<file path="src/mewd_pkg.sv">
// Package: shared types, character codes and decode functions for the encoded-word decoder.
`timescale 1ns / 1ps

package mewd_pkg;

    localparam int QDEPTH = 4;
    localparam int QPTR_W = $clog2(QDEPTH);
    localparam int QCNT_W = $clog2(QDEPTH + 1);
    localparam int BUNDLE_MAX = 4;

    localparam logic [7:0] CH_EQ    = 8'h3D;
    localparam logic [7:0] CH_QMARK = 8'h3F;
    localparam logic [7:0] CH_B     = 8'h42;
    localparam logic [7:0] CH_Q     = 8'h51;
    localparam logic [7:0] CH_UNDER = 8'h5F;
    localparam logic [7:0] CH_SPACE = 8'h20;
    localparam logic [7:0] CH_PLUS  = 8'h2B;
    localparam logic [7:0] CH_SLASH = 8'h2F;

    localparam logic [6:0] SX_NONE  = 7'd64;
    localparam logic [6:0] SX_PLUS  = 7'd62;
    localparam logic [6:0] SX_SLASH = 7'd63;

    localparam logic [1:0] KIND_DATA = 2'd0;
    localparam logic [1:0] KIND_END  = 2'd1;
    localparam logic [1:0] KIND_BAD  = 2'd2;

    localparam logic [1:0] HEX_IDLE = 2'd0;
    localparam logic [1:0] HEX_HIGH = 2'd1;
    localparam logic [1:0] HEX_LOW  = 2'd2;

    localparam logic MODE_B64 = 1'b0;
    localparam logic MODE_QP  = 1'b1;

    typedef enum logic [3:0] {
        PH_OPEN_EQ  = 4'd0,
        PH_OPEN_Q   = 4'd1,
        PH_CHARSET  = 4'd2,
        PH_MODE     = 4'd3,
        PH_MODE_SEP = 4'd4,
        PH_PAYLOAD  = 4'd5,
        PH_CLOSE    = 4'd6,
        PH_TEXT     = 4'd7,
        PH_STOPPED  = 4'd8
    } phase_t;

    typedef struct packed {
        logic [7:0] in_byte;
        logic       end_of_message;
    } in_item_t;

    typedef struct packed {
        logic [7:0] out_byte;
        logic [1:0] kind;
        logic       last;
    } out_item_t;

    typedef struct packed {
        logic [7:0] out_byte;
        logic [1:0] kind;
    } res_t;

    // all results caused by one input byte
    typedef struct packed {
        logic [2:0]                 count;
        res_t [BUNDLE_MAX-1:0]      res;
    } bundle_t;

    function automatic logic [6:0] sextet_of(input logic [7:0] c);
        logic [7:0] t;
        t = 8'h00;
        sextet_of = SX_NONE;
        if (c inside {[8'h41:8'h5A]}) begin
            t = c - 8'h41;
            sextet_of = {1'b0, t[5:0]};
        end else if (c inside {[8'h61:8'h7A]}) begin
            t = c - 8'h61 + 8'd26;
            sextet_of = {1'b0, t[5:0]};
        end else if (c inside {[8'h30:8'h39]}) begin
            t = c - 8'h30 + 8'd52;
            sextet_of = {1'b0, t[5:0]};
        end else if (c == CH_PLUS) begin
            sextet_of = SX_PLUS;
        end else if (c == CH_SLASH) begin
            sextet_of = SX_SLASH;
        end
    endfunction

    function automatic logic [3:0] hex_of(input logic [7:0] c);
        logic [7:0] t;
        t = 8'h00;
        if (c inside {[8'h30:8'h39]}) begin
            t = c - 8'h30;
        end else if (c inside {[8'h61:8'h66]}) begin
            t = c - 8'h61 + 8'd10;
        end else if (c inside {[8'h41:8'h46]}) begin
            t = c - 8'h41 + 8'd10;
        end
        hex_of = t[3:0];
    endfunction

endpackage

</file>
<file path="src/mewd_front.sv">
// Front end: accepts header bytes, runs the word parser and builds one result bundle per byte.
`timescale 1ns / 1ps

module mewd_front (
    input  logic               clk,
    input  logic               rst_n,
    input  logic               byte_valid,
    input  mewd_pkg::in_item_t byte_item,
    input  logic               q_full,
    output logic               push,
    output mewd_pkg::bundle_t  bundle
);
    import mewd_pkg::*;

    phase_t      phase_reg, phase_next;
    logic        mode_reg, mode_next;
    logic [17:0] acc_reg, acc_next;
    logic [1:0]  cnt_reg, cnt_next;
    logic [1:0]  pad_reg, pad_next;
    logic [1:0]  hex_reg, hex_next;
    logic [3:0]  hi_reg, hi_next;

    logic             accept;
    logic [7:0]       b;
    logic             eom;
    logic [6:0]       sx;
    logic [3:0]       hx;
    logic             bad;
    logic [1:0]       dn;
    logic [3:0][7:0]  d_bytes;
    logic             tr_en;
    logic [1:0]       tr_kind;

    assign accept = byte_valid && !q_full;
    assign b      = byte_item.in_byte;
    assign eom    = byte_item.end_of_message;
    assign sx     = sextet_of(b);
    assign hx     = hex_of(b);

    always_comb
    begin
        phase_next = phase_reg;
        mode_next  = mode_reg;
        acc_next   = acc_reg;
        cnt_next   = cnt_reg;
        pad_next   = pad_reg;
        hex_next   = hex_reg;
        hi_next    = hi_reg;
        bad        = 1'b0;
        dn         = 2'd0;
        d_bytes    = '0;
        tr_en      = 1'b0;
        tr_kind    = KIND_DATA;

        case (phase_reg)
            PH_OPEN_EQ:
            begin
                if (b == CH_EQ) phase_next = PH_OPEN_Q;
                else bad = 1'b1;
            end
            PH_OPEN_Q:
            begin
                if (b == CH_QMARK) phase_next = PH_CHARSET;
                else bad = 1'b1;
            end
            PH_CHARSET:
            begin
                if (b == CH_QMARK) phase_next = PH_MODE;
            end
            PH_MODE:
            begin
                if (b == CH_B) begin
                    mode_next  = MODE_B64;
                    phase_next = PH_MODE_SEP;
                end else if (b == CH_Q) begin
                    mode_next  = MODE_QP;
                    phase_next = PH_MODE_SEP;
                end else begin
                    bad = 1'b1;
                end
            end
            PH_MODE_SEP:
            begin
                acc_next   = '0;
                cnt_next   = '0;
                pad_next   = '0;
                hex_next   = HEX_IDLE;
                hi_next    = '0;
                phase_next = PH_PAYLOAD;
            end
            PH_PAYLOAD:
            begin
                if (b == CH_QMARK || (mode_reg == MODE_B64 && b == CH_EQ && pad_reg == 2'd0))
                begin
                    // flush a partial base64 group
                    if (mode_reg == MODE_B64 && cnt_reg == 2'd2) begin
                        dn         = 2'd1;
                        d_bytes[0] = acc_reg[11:4];
                    end else if (mode_reg == MODE_B64 && cnt_reg == 2'd3) begin
                        dn         = 2'd2;
                        d_bytes[0] = acc_reg[17:10];
                        d_bytes[1] = acc_reg[9:2];
                    end
                    acc_next = '0;
                    cnt_next = '0;
                    hex_next = HEX_IDLE;
                    hi_next  = '0;
                end
                if (b == CH_QMARK) begin
                    phase_next = PH_CLOSE;
                end else if (mode_reg == MODE_B64) begin
                    if (b == CH_EQ) begin
                        if (pad_reg != 2'd3) pad_next = pad_reg + 2'd1;
                    end else if (sx != SX_NONE && pad_reg == 2'd0) begin
                        if (cnt_reg == 2'd3) begin
                            dn         = 2'd3;
                            d_bytes[0] = acc_reg[17:10];
                            d_bytes[1] = acc_reg[9:2];
                            d_bytes[2] = {acc_reg[1:0], sx[5:0]};
                            acc_next   = '0;
                            cnt_next   = '0;
                        end else begin
                            acc_next = {acc_reg[11:0], sx[5:0]};
                            cnt_next = cnt_reg + 2'd1;
                        end
                    end
                end else begin
                    if (hex_reg == HEX_HIGH) begin
                        hi_next  = hx;
                        hex_next = HEX_LOW;
                    end else if (hex_reg == HEX_LOW) begin
                        dn         = 2'd1;
                        d_bytes[0] = {hi_reg, hx};
                        hex_next   = HEX_IDLE;
                        hi_next    = '0;
                    end else if (b == CH_EQ) begin
                        hex_next = HEX_HIGH;
                    end else if (b == CH_UNDER) begin
                        dn         = 2'd1;
                        d_bytes[0] = CH_SPACE;
                    end else begin
                        dn         = 2'd1;
                        d_bytes[0] = b;
                    end
                end
            end
            PH_CLOSE:
            begin
                phase_next = PH_TEXT;
            end
            PH_TEXT:
            begin
                if (b == CH_EQ) begin
                    phase_next = PH_OPEN_Q;
                end else begin
                    dn         = 2'd1;
                    d_bytes[0] = b;
                end
            end
            default:
            begin
                phase_next = PH_STOPPED;
            end
        endcase

        if (bad) begin
            tr_en      = 1'b1;
            tr_kind    = KIND_BAD;
            phase_next = PH_STOPPED;
        end else if (eom) begin
            if (phase_next == PH_PAYLOAD) begin
                // no bytes came out of this step when a partial group is still pending
                if (mode_next == MODE_B64 && cnt_next == 2'd2) begin
                    dn         = 2'd1;
                    d_bytes[0] = acc_next[11:4];
                end else if (mode_next == MODE_B64 && cnt_next == 2'd3) begin
                    dn         = 2'd2;
                    d_bytes[0] = acc_next[17:10];
                    d_bytes[1] = acc_next[9:2];
                end
                tr_en   = 1'b1;
                tr_kind = KIND_END;
            end else if (phase_next == PH_CLOSE || phase_next == PH_TEXT) begin
                tr_en   = 1'b1;
                tr_kind = KIND_END;
            end else if (phase_next inside {PH_OPEN_EQ, PH_OPEN_Q, PH_CHARSET, PH_MODE,
                                            PH_MODE_SEP}) begin
                tr_en   = 1'b1;
                tr_kind = KIND_BAD;
            end
        end

        if (eom) begin
            phase_next = PH_OPEN_EQ;
            mode_next  = MODE_B64;
            acc_next   = '0;
            cnt_next   = '0;
            pad_next   = '0;
            hex_next   = HEX_IDLE;
            hi_next    = '0;
        end
    end

    always_comb
    begin
        bundle.count = {1'b0, dn} + {2'b00, tr_en};
        for (int i = 0; i < BUNDLE_MAX; i++) begin
            if (3'(i) < {1'b0, dn}) begin
                bundle.res[i].out_byte = d_bytes[i];
                bundle.res[i].kind     = KIND_DATA;
            end else if (3'(i) == {1'b0, dn} && tr_en) begin
                bundle.res[i].out_byte = 8'h00;
                bundle.res[i].kind     = tr_kind;
            end else begin
                bundle.res[i].out_byte = 8'h00;
                bundle.res[i].kind     = KIND_DATA;
            end
        end
    end

    assign push = accept && (bundle.count != 3'd0);

    always_ff @(posedge clk or negedge rst_n)
    begin
        if (!rst_n) begin
            phase_reg <= PH_OPEN_EQ;
            mode_reg  <= MODE_B64;
            acc_reg   <= '0;
            cnt_reg   <= '0;
            pad_reg   <= '0;
            hex_reg   <= HEX_IDLE;
            hi_reg    <= '0;
        end else if (accept) begin
            phase_reg <= phase_next;
            mode_reg  <= mode_next;
            acc_reg   <= acc_next;
            cnt_reg   <= cnt_next;
            pad_reg   <= pad_next;
            hex_reg   <= hex_next;
            hi_reg    <= hi_next;
        end
    end

endmodule

</file>
<file path="src/mewd_queue.sv">
// Bundle queue between parser and result serializer.
`timescale 1ns / 1ps

module mewd_queue (
    input  logic              clk,
    input  logic              rst_n,
    input  logic              push,
    input  mewd_pkg::bundle_t push_data,
    input  logic              pop,
    output mewd_pkg::bundle_t head,
    output logic              empty,
    output logic              full
);
    import mewd_pkg::*;

    bundle_t            mem [QDEPTH];
    logic [QPTR_W-1:0]  wr_ptr_reg, rd_ptr_reg;
    logic [QCNT_W-1:0]  cnt_reg;
    logic               do_push, do_pop;

    assign empty   = (cnt_reg == '0);
    assign full    = (cnt_reg == QCNT_W'(QDEPTH));
    assign do_push = push && !full;
    assign do_pop  = pop && !empty;
    assign head    = mem[rd_ptr_reg];

    always_ff @(posedge clk)
    begin
        if (do_push) mem[wr_ptr_reg] <= push_data;
    end

    always_ff @(posedge clk or negedge rst_n)
    begin
        if (!rst_n) begin
            wr_ptr_reg <= '0;
            rd_ptr_reg <= '0;
            cnt_reg    <= '0;
        end else begin
            if (do_push) wr_ptr_reg <= wr_ptr_reg + QPTR_W'(1);
            if (do_pop)  rd_ptr_reg <= rd_ptr_reg + QPTR_W'(1);
            if (do_push && !do_pop)      cnt_reg <= cnt_reg + QCNT_W'(1);
            else if (do_pop && !do_push) cnt_reg <= cnt_reg - QCNT_W'(1);
        end
    end

endmodule

</file>
<file path="src/mewd_back.sv">
// Back end: walks the head bundle one result per cycle, while not stalled, into the output register.
`timescale 1ns / 1ps

module mewd_back (
    input  logic                clk,
    input  logic                rst_n,
    input  mewd_pkg::bundle_t   head,
    input  logic                empty,
    output logic                pop,
    output logic                result_valid,
    input  logic                result_stall,
    output mewd_pkg::out_item_t result_item
);
    import mewd_pkg::*;

    localparam int IDX_W = $clog2(BUNDLE_MAX);

    logic [IDX_W-1:0] idx_reg;
    logic             valid_reg;
    out_item_t        item_reg;
    logic             load;
    logic             at_end;

    assign load   = !valid_reg || !result_stall;
    assign at_end = ({1'b0, idx_reg} == (head.count - 3'd1));
    assign pop    = load && !empty && at_end;

    always_ff @(posedge clk or negedge rst_n)
    begin
        if (!rst_n) begin
            valid_reg <= 1'b0;
            idx_reg   <= '0;
        end else if (load) begin
            valid_reg <= !empty;
            if (!empty) begin
                if (at_end) idx_reg <= '0;
                else        idx_reg <= idx_reg + IDX_W'(1);
            end
        end
    end

    always_ff @(posedge clk)
    begin
        if (load && !empty) begin
            item_reg.out_byte <= head.res[idx_reg].out_byte;
            item_reg.kind     <= head.res[idx_reg].kind;
            item_reg.last     <= at_end;
        end
    end

    assign result_valid = valid_reg;
    assign result_item  = item_reg;

endmodule

</file>
<file path="src/mime_encoded_word_decoder_core.sv">
// Top level of the MIME encoded-word decoder: parser, bundle queue and result serializer.
//
//  channel   signals                                     dir  carries
//  byte      byte_valid, byte_stall, byte_item            in   raw header byte + end mark
//  result    result_valid, result_stall, result_item      out  data byte or end/stop code
//
// One header byte is taken per cycle while the bundle queue has room.
// Each byte yields zero to four results; the serializer sends one per cycle unless stalled,
// so the output side sets the sustained rate when words expand.
// Each result is registered in the bundle queue and then in the output register.
// Reset clears parser state and the queue at once; no clearing pass.
// byte_stall rises only when the four-entry queue is full.
`timescale 1ns / 1ps

module mime_encoded_word_decoder_core (
    input  logic                clk,
    input  logic                rst_n,
    input  logic                byte_valid,
    output logic                byte_stall,
    input  mewd_pkg::in_item_t  byte_item,
    output logic                result_valid,
    input  logic                result_stall,
    output mewd_pkg::out_item_t result_item
);
    import mewd_pkg::*;

    bundle_t push_bundle, head;
    logic    push, pop, empty, full;

    assign byte_stall = full;

    mewd_front u_front (
        .clk        (clk),
        .rst_n      (rst_n),
        .byte_valid (byte_valid),
        .byte_item  (byte_item),
        .q_full     (full),
        .push       (push),
        .bundle     (push_bundle)
    );

    mewd_queue u_queue (
        .clk       (clk),
        .rst_n     (rst_n),
        .push      (push),
        .push_data (push_bundle),
        .pop       (pop),
        .head      (head),
        .empty     (empty),
        .full      (full)
    );

    mewd_back u_back (
        .clk          (clk),
        .rst_n        (rst_n),
        .head         (head),
        .empty        (empty),
        .pop          (pop),
        .result_valid (result_valid),
        .result_stall (result_stall),
        .result_item  (result_item)
    );

endmodule

</file>
<file path="config.mk">
export PLATFORM = sky130hd
export DESIGN_NAME = mime_encoded_word_decoder_core
export DESIGN_NICKNAME = d
export VERILOG_FILES = /design/src/mewd_pkg.sv /design/src/mewd_front.sv /design/src/mewd_queue.sv /design/src/mewd_back.sv /design/src/mime_encoded_word_decoder_core.sv
export SDC_FILE = /design/constraint.sdc
export NUM_CORES = 1
export LEC_CHECK = 0
export ABC_AREA = 0
export CAP_MARGIN = 20
export CELL_PAD_IN_SITES_DETAIL_PLACEMENT = 0
export CELL_PAD_IN_SITES_GLOBAL_PLACEMENT = 1
export CORE_MARGIN = 4
export CORE_UTILIZATION = 42
export CTS_CLUSTER_SIZE = 16
export DETAILED_ROUTE_END_ITERATION = 16
export DONT_BUFFER_PORTS = 1
export HOLD_SLACK_MARGIN = 0.05
export PLACE_DENSITY = 0.68
export SLEW_MARGIN = 0
export SYNTH_ARGS = -nofsm -noshare
export SYNTH_HDL_FRONTEND = slang
export SYNTH_HIERARCHICAL = 1
export SYNTH_SLANG_ARGS = --single-unit
</file>
<file path="constraint.sdc">
create_clock -name clk -period 5.13 [get_ports clk]
set_input_delay 0.2565 -clock clk [delete_from_list [all_inputs] [get_ports clk]]
set_output_delay 0.2565 -clock clk [all_outputs]
set_load 0.02 [all_outputs]
</file>
# Word level (Yosys, flattened, before mapping)
# Memory sizes are Yosys's and may differ from the RTL's.
# Index checks and enable logic that the tools add are counted.
# classes
bitwise_logic	3
addsub	16
magnitude_cmp	12
div	0
n_mul	0
eq_ne	38
n_mux	137
n_reduce_logical	46
n_shift	0
# ops
operator	n
$mux 16	12
$mux 24	8
$mux 18	8
$mux 2	45
$mux 8	10
$mux 4	17
$mux 10	4
$pmux 18 s2	1
$mux 7	5
$eq 4x3->1 const B	8
$eq 8x6->1 const B	4
$le 8x7->1 const B	4
$pmux 4 s7	1
$eq 8x7->1 const B	3
$logic_and 1x1->1	24
$bmux 10 s2	1
$eq 4x2->1 const B	4
$ge 8x7->1 const B	2
$mux 1	16
$pmux 2 s2	4
$pmux 8 s2	1
$sub 6x6->6 const B	2
$add 2x1->2 const B	5
$eq 2x2->1 const B	5
other kinds (37)	58
# totals
in_bits	13
mem_bits_ro	0
out_inout_bits	13
ram_bits	140
mem_count	1
word_cells	269
latchBits	0
ff_bits	54
# mem_list
memory	words	word_bits	read_ports	rd_clocked_by_memory_dff	wr	line	text
u_queue.mem	4	35	1	0	1	mewd_queue.sv:16	bundle_t mem [QDEPTH];

# Logic depth before layout (Yosys ltp)
# Gate-level depths: netlist of run 1.
# logic_depth
word_depth	28
ltp_mapped	24
mapped_depth_nobuf	21

# Cells and area by module
# Netlist of run 1, hierarchy kept.
# by_module_without_submodules
mod	cells_each	instances	seq_area_each_um2	area_per_inst_um2
mewd_queue	261	1	5340.1	6693.9
mewd_front	627	1	825.8	4459.3
mewd_back	46	1	405.4	804.5

# Least setup slack after synthesis of run 1
# OpenSTA, ideal clock, no wires.
# synth_timing
path_type	input to register
from	input byte_item[1] (netlist name)
to	memory u_queue/mem[2][0] (netlist name), enable pin
setup_time_ns	0.405
slack_ns	0.014
arrival_time_ns	4.711
n_path_buf	2
stages	18
cell_sequence	clkinv_1 -> ha_1 -> nor2b_1 -> o21a_1 -> a221oi_1 -> buf_2 -> o311a_1 -> nand3_1 -> nand2_1 -> or2_2 -> nand3_1 -> ha_1 -> ha_1 -> nor3_1 -> nor2_1 -> nor2b_1 -> buf_6 -> and2_1
# synth_lines
element	line	text
from (decl)	mime_encoded_word_decoder_core.sv:20	input mewd_pkg::in_item_t byte_item,
to (decl)	mewd_queue.sv:16	

==> results list, run 1 <==
- Async SR Flop Fraction: a little under a fifth
* Setup crit start: u_front/phase_reg[1]$_DFFE_PN0P_
* Portion of the clock cycle consumed by the worst path in the final layout: 90.6%
* Crit-path max FO: 10
- The run finished with clean final reports.
- The clock arrives with ~0.012 ns of skew.
- Worst EP arrival: 5.04 ns
- After clock tree synthesis, the clock-pin slew on the worst setup and hold paths is approximately 0.060 ns.
- VDD sags by at most around 0.25 mV.
- The root buffer cell chosen for the clock tree is clkbuf_16.
* Count of maximum capacitance violations: 0
* Final hold slack: 0.0965 ns
- HP Start: byte_item[0]
* # clock sinks: around 230
- Entering global routing, the biggest net connects 44 pins.
* Synthesized instance count: between 900 and 1000
* HPWL after DPL: between 20000 and 25000 um
* CP Class: register to register
- The detailed router finished its first iteration with between 700 and 800 violations.
- Diodes inserted: 0
* Yosys warnings: 6
- For this configuration, the core starts out at a cell density of between 40% and 50%.
- H-tree depth reported by CTS: 1
- Die Footprint: 31200 um^2
- Summed over all failing endpoints, the final setup total negative slack is 0 ns.
* CP endpoint kind: register
- For this run, design rule violations remaining after detail routing come to 0.
* Vias per cell: 5.92
- In the final routed layout, each cell accounts on average for approximately 24 um.
* Worst reg2reg startpoint: u_front/phase_reg[1]$_DFFE_PN0P_
- Areal power density over the cells: 440 nW/um^2
* Highest clock rate: ~220 MHz
- The analysis attributes to cell leakage a power of roughly 4.6 nW.
- The top cell types in the final layout, fill and taps aside, are edfxtp_1, nand2_1, o21ai_0, nor2_1, buf_4.
- Setup violations remaining at the end of the flow were counted as 0.
* Post-synth EDFFs: around 180
- Timing analysis after detailed placement gives a worst setup slack of 0.268 ns.
- Layout cells sized above 1: roughly 17%
* Pin slew with the least headroom to its limit: a little under 1 ns
* Pins over their slew limit: 0
- Wire length reported by the detailed router: about 32000 um
- The worst hold path belongs to the class input port to register.
- Final Critical Period: 4.65 ns
- Cell Chain, Critical Path: inv_1, o31ai_1, a32oi_1, or4b_2, a31o_1, or2_2, nand3_1, ha_1, ha_1, nor3_1, nor2_1, nor2b_1, ha_1, inv_1, fa_1, mux2_2
* Global-route usage over all layers: around a fifth
* Synth Cell Area: around 12000 um^2
- Total number of placement rows: 61
- TritonCTS built the clock tree.
* Number of nets with antenna violations after detailed routing: 0
* Crit path launch type: register
- The most numerous cell type found on the critical path is ha_1.
- In this design, the stage delay of the slowest critical-path cell is ~0.75 ns.
- Largest buffer count on any clock path: 3
* Average cell area after synthesis: around 13 um^2
* Predominant post-synthesis flop cell: edfxtp_1
- Final net count: between 1000 and 1500
* Relative area change from synthesis to final layout: 11.7%
- The die is ~180 um tall.
* Final standard cell utilization of the core: between 40% and 50%
- The floorplan step set the die width to 177 um.
* Register bit count reported by yosys: 226
- Sequential elements use a little over half of the synthesized area.
* Final hold violation count: 0
* PostCTS Resize Cnt: 0
* Total clock buffers created by CTS: 24
- Crit path setup slack, layout: approximately 0.48 ns
- PortBufs: 0
* Via count of the first global-routing pass: 8169
* Drt first pass iters: 5
* Final weighted congestion in routability-driven placement: 0.978
- The number of antenna violations at the first check in global routing is 0.
- After global routing the overflow that remains totals 0.
* Max-Slew Margin vs Limit: between 30% and 40%
- Max reg flops: approximately 170
- Counting distinct cell types in the post-synthesis netlist gives 91.
- For this block, the via count after detailed routing is roughly 8000.
* Core Region: approximately 28000 um^2
* First-pass GRT wire length: about 50000 um
- Setup repair after global routing left no endpoint under its margin.
- Required time of the critical path: ~5.5 ns
- Leaving out fill and tap cells, the most frequent cell in the layout is edfxtp_1.
* Clock latency on the worst-skew pair: around 0.51 ns
- 26 I/O pins were placed.
- The slowest stage of the critical path is the or4b_2 cell.
-- critical path, delay by kind of cell (launching register included) --
| kind | cells | cell delay [ns] |
|---|---|---|
| fa+ha+maj | 4 | 1.09 |
| simple gates | 6 | 1.60 |
| flops | 1 | 0.54 |
| compound gates | 3 | 0.76 |
| mux | 1 | 0.26 |
| buf+inv | 2 | 0.28 |
-- through the flow --
stage / area, um^2 / std cells / power (W)
6_report: 13400 / 1359 / 0.00588
5_1_grt: 13400 / 1359 / 0.00618
4_1_cts: 13400 / 1359 / 0.00597
3_5_place_dp: 12500 / 1310 / 0.00422
3_3_place_gp: 12500 / 1310 / 0.00419
2_1_floorplan: 12000 / 944 / 0.00386
-- final timing paths --
path / end / slack [ns] / depth (start not counted)
worst max register to register: u_queue/cnt_reg[1]$_DFFE_PN0P_ / 0.48 / 16
worst max-delay path: u_queue/cnt_reg[1]$_DFFE_PN0P_ / 0.48 / 16
max in group asynchronous: u_front/acc_reg[1]$_DFFE_PN0P_ / 4.64 / 2
min in group asynchronous: u_back/result_valid$_DFFE_PN0P_ / 0.24 / 2
worst min-delay path: u_front/hi_reg[3]$_DFFE_PN0P_ / 0.1 / 3
worst min register to register: u_queue/cnt_reg[2]$_DFFE_PN0P_ / 0.48 / 1
-- repair_timing --
action | CTS | global route
hold endpoints to repair | 55 | 0
setup endpoints to repair | 0 | 0
buffers inserted | 0 | 0
hold buffers | 5 | 0
-- cell families after synthesis --
| kind of cell | Yosys count | share of synthesized area [%] |
|---|---|---|
| simple gates | 250 | 10.6 |
| flops | 226 | 55.0 |
| mux | 56 | 10.6 |
| fa+ha+maj | 29 | 3.08 |
| buf+inv | 101 | 4.78 |
| xor+xnor | 13 | 0.952 |
| compound gates | 258 | 15.0 |
| other cells | 1 | 0.0314 |
-- Yosys cell counts, types with 14 or more instances --
master    number  share of area (%)
a211oi_1      17                1.1
a21oi_1       42                1.8
a31oi_1       14               0.73
buf_2         16               0.67
clkbuf_1      22               0.69
dfrtp_1       43                9.0
edfxtp_1     183                 46
ha_1          27                2.8
inv_1         36                1.1
mux4_2        44                8.3
nand2_1       75                2.4
nand3_1       19               0.80
nor2_1        53                1.7
nor3_1        16               0.67
o21ai_0       58                2.4
o22ai_1       15               0.78
-- routing by layer --
| layer | routed length (um) | vias to the layer above | track usage [%] |
|---|---|---|---|
| met5 | 0 | - | 0 |
| met4 | 918 | 0 | 5.64 |
| met3 | 1890 | 53 | 3.65 |
| met2 | 15300 | 268 | 34.2 |
| met1 | 14100 | 4022 | 28.5 |
| li1 | - | 3709 | - |
-- power by group --
group / leakage, nW / switching [W] / internal, W
logic: 2.01 / 0.000787 / 0.000725
clock network: 0.390 / 0.000715 / 0.00101
registers: 2.21 / 0.000231 / 0.00241
-- cell type report --
class / instances / area (um^2)
well taps: 378 / 473
fillers: 2517 / 14600
multi-input cells: 617 / 4860
repair buffers: 56 / 500
inverters: 38 / 143
flip-flops and latches: 226 / 6570
clock inverters: 17 / 163
clock buffers: 27 / 643
Note: power is estimated with default switching activity, not from simulation.
==> run 2, diff against run 1 <==
--- a/config.mk
+++ b/config.mk
@@ -10,12 +10,12 @@
 export CELL_PAD_IN_SITES_DETAIL_PLACEMENT = 0
 export CELL_PAD_IN_SITES_GLOBAL_PLACEMENT = 1
 export CORE_MARGIN = 4
-export CORE_UTILIZATION = 42
+export CORE_UTILIZATION = 30
 export CTS_CLUSTER_SIZE = 16
 export DETAILED_ROUTE_END_ITERATION = 16
 export DONT_BUFFER_PORTS = 1
 export HOLD_SLACK_MARGIN = 0.05
-export PLACE_DENSITY = 0.68
+export PLACE_DENSITY = 0.53
 export SLEW_MARGIN = 0
 export SYNTH_ARGS = -nofsm -noshare
 export SYNTH_HDL_FRONTEND = slang
==> run 2 against run 1 <==
Sequential power up 2%; highest routed layer unchanged; sequential share of layout area shrank 1.1 points; wire length is 12% higher; largest power group unchanged; die area grew 38%; design area up 2.2%; first-iteration DRC count decreased by 16%.
==> results list, run 2 (synthesis results as in run 1) <==
- Final hold slack: between 0.09 and 0.1 ns
- Core Region: roughly 39000 um^2
- Register-to-Register Path Depth: 17
- Once detail routing completed, the nets flagged for antenna violations numbered 0.
- TritonCTS clock tree: built
- Antenna violations before repair: 0
* Finish-stage setup viols: 0
* Die Y: about 210 um
- Row generation in the floorplan step produced 72 rows.
- Number of buffers inserted for hold repair after clock tree synthesis: 5
* PortBufs: 0
* Slowest cell on crit path: or4b_2
- Compared with the post-synthesis result, the final layout area differs by 14.1%.
* Clock latency on the worst-skew pair: 0.53 ns
- In the layout the commonest cells are edfxtp_1, nand2_1, buf_4, o21ai_0, nor2_1.
* CP endpoint kind: register
- Cell Chain, Critical Path: or4_1, o21ai_0, or4b_2, a31o_1, or2_2, nand3_1, ha_1, ha_1, nor3_1, nor2_1, nor2b_1, ha_1, inv_1, fa_1, xor2_1, nor2_1, xor2_1
- The max-slew violation count came to 0.
- The startpoint identified for the worst hold timing path is byte_item[0].
* Post-DR wirelength/cell: 23.7 um
* Register-to-Register Setup Slack: 0.36 ns
* Final Critical Period: between 4 and 5 ns
* Die Footprint: about 43000 um^2
- CP Capture Point: u_queue/cnt_reg[2]$_DFFE_PN0P_
* Critical path buffer and inverter count: 1
* Max-Slew Margin vs Limit: between 20% and 30%
* Areal power density over the cells: approximately 440 nW/um^2
* Worst EP arrival: between 5 and 6 ns
- Using the TritonRoute via totals, the vias-per-cell ratio works out to approximately 5.4.
* Instance count along the most critical hold path: 4
- Final standard cell utilization of the core: a little over a third
- Across the run, the number of max-cap violations was 0.
* Highest clock rate: around 210 MHz
- The register with the most flip-flops in the layout has ~170 of them.
* Result of the run: finished, final reports clean
* Die X-Extent: slightly above 200 um
- For this run, the total global-route usage over all layers was measured as between 10% and 20%.
- Final hold violation count: 0
- Leaving out fill and tap cells, the most frequent cell in the layout is edfxtp_1.
* # clock sinks: roughly 230
- In this run the worst path has a maximum fanout of 12.
* Final weighted congestion in routability-driven placement: 0.914
- Post-layout total power: between 0.005 and 0.006 W
- Worst reg2reg startpoint: u_front/phase_reg[2]$_DFFE_PN0P_
* Largest buffer count on any clock path: 3
* Total clock buffers created by CTS: 26
* Unrepaired setup endpoints after global routing: false
- Number of ports placed on the die boundary: 26
- The critical path crosses 17 cells after its start point.
* Portion of the clock cycle consumed by the worst path in the final layout: a little over 90%
- Biggest cell delay along the critical path: roughly 0.69 ns
- The number of antenna diodes in the final layout is 0.
* CP Class: register to register
- In this run, the number of DRC markers left after iteration 0 of detailed routing was 631.
- The worst setup path is launched from a register.
- After clock tree synthesis, the setup repair step added 0 buffers.
- Summed over all failing endpoints, the final setup total negative slack is 0 ns.
- Clock-pin slew was measured on the worst setup and hold paths at 0.06 ns.
- Required time of the critical path: 5.58 ns
- In the final design database the tool counted just over 1000 nets.
* Worst VDD drop: around 0.23 mV
- Before antenna repair, the detailed router went through 5 iterations.
- Across the routed clock network, the largest skew measured is ~0.0092 ns.
- Total number of vias: ~8200
* PostCTS Resize Cnt: 0
- The cell that appears most often on the critical path is ha_1.
- HPWL after DPL: approximately 25000 um
- CTS built an H-tree with a depth of 1.
* Leakage power: 4.69 nW
- For the pin with the worst max-slew slack, the measured transition is about 1.1 ns.
* First-pass GRT wire length: about 55000 um
- The worst register-to-register path ends at u_queue/cnt_reg[2]$_DFFE_PN0P_.
- The tightest min-delay check is of the input port to register type.
- The number of global-route vias before repair was approximately 8500.
* Wire length reported by the detailed router: around 36000 um
* Cell family contributing the most delay on the critical path: simple AND/OR/NAND/NOR gates
* Number of remaining DRC errors: 0
- Initial core utilization: a little under a third
* Largest net degree at the start of global routing: 44
- Cell Count, Final, Fillers Out: ~1500
* Buffer type at the clock tree root: clkbuf_16
* Setup crit start: u_front/phase_reg[2]$_DFFE_PN0P_
- Final global-route overflow total: 0
* Layout cells sized above 1: 18.1%
- Cell count after placement: 1465
==> run 2: cell count changes in the layout (fill, tap and decap cells not counted) <==
cell        previous run  this run
clkinv_8               1         0
clkinv_2               7         4
buf_4                 47        62
clkbuf_16             25        27
inv_6                  1         2
clkbuf_1               1         4
bufinv_16              2         1
clkinvlp_4             4         1
clkinv_1               3         9
==> run 2: power breakdown <==
part	switching (W)	internal (W)	total, W
registers	0.000278	0.00240	0.00268
logic	0.000800	0.000730	0.00153
clock network	0.000736	0.00103	0.00176
==> run 2: area by class of cell <==
class,instances,area (um^2)
fillers,3806,25400
clock inverters,16,110
repair buffers,71,613
well taps,518,648
multi-input cells,617,4860
clock buffers,32,704
flip-flops and latches,226,6570
inverters,38,143
==> run 2: stage by stage <==
step | area [um^2] | setup slack, ns
2_1_floorplan | 12000 | 0.0143
3_3_place_gp | 12800 | 0.220
3_5_place_dp | 12800 | 0.131
4_1_cts | 13600 | 0.356
5_1_grt | 13600 | 0.00633
6_report | 13600 | 0.356
==> run 2: worst min path at each step <==
stage	endpoint
floorplan	u_back/idx_reg[0]$_DFFE_PN0P_
global placement	u_front/pad_reg[1]$_DFFE_PN0P_
detailed placement	u_front/pad_reg[0]$_DFFE_PN0P_
CTS	u_front/pad_reg[0]$_DFFE_PN0P_
global route	u_front/pad_reg[0]$_DFFE_PN0P_
finish	u_front/pad_reg[0]$_DFFE_PN0P_
==> run 2: routing by layer <==
layer | track usage [%] | routed length (um) | share of wire (%) | vias up
li1 | - | - | - | 3751
met1 | 23.2 | 16600 | 46 | 4206
met2 | 26.5 | 16700 | 46 | 218
met3 | 2.57 | 1760 | 4.9 | 54
met4 | 4.24 | 901 | 2.5 | 0
met5 | 0 | 0 | 0 | -
==> run 2: worst register-to-register path: stages, from the launching register on <==
cell     delay (ns)
dfrtp_1        0.50
or4_1          0.58
o21ai_0        0.09
or4b_2         0.69
a31o_1         0.31
or2_2          0.33
nand3_1        0.14
ha_1           0.17
ha_1           0.17
nor3_1         0.05
nor2_1         0.08
nor2b_1        0.45
ha_1           0.27
inv_1          0.06
fa_1           0.37
xor2_1         0.17
nor2_1         0.11
xor2_1         0.16
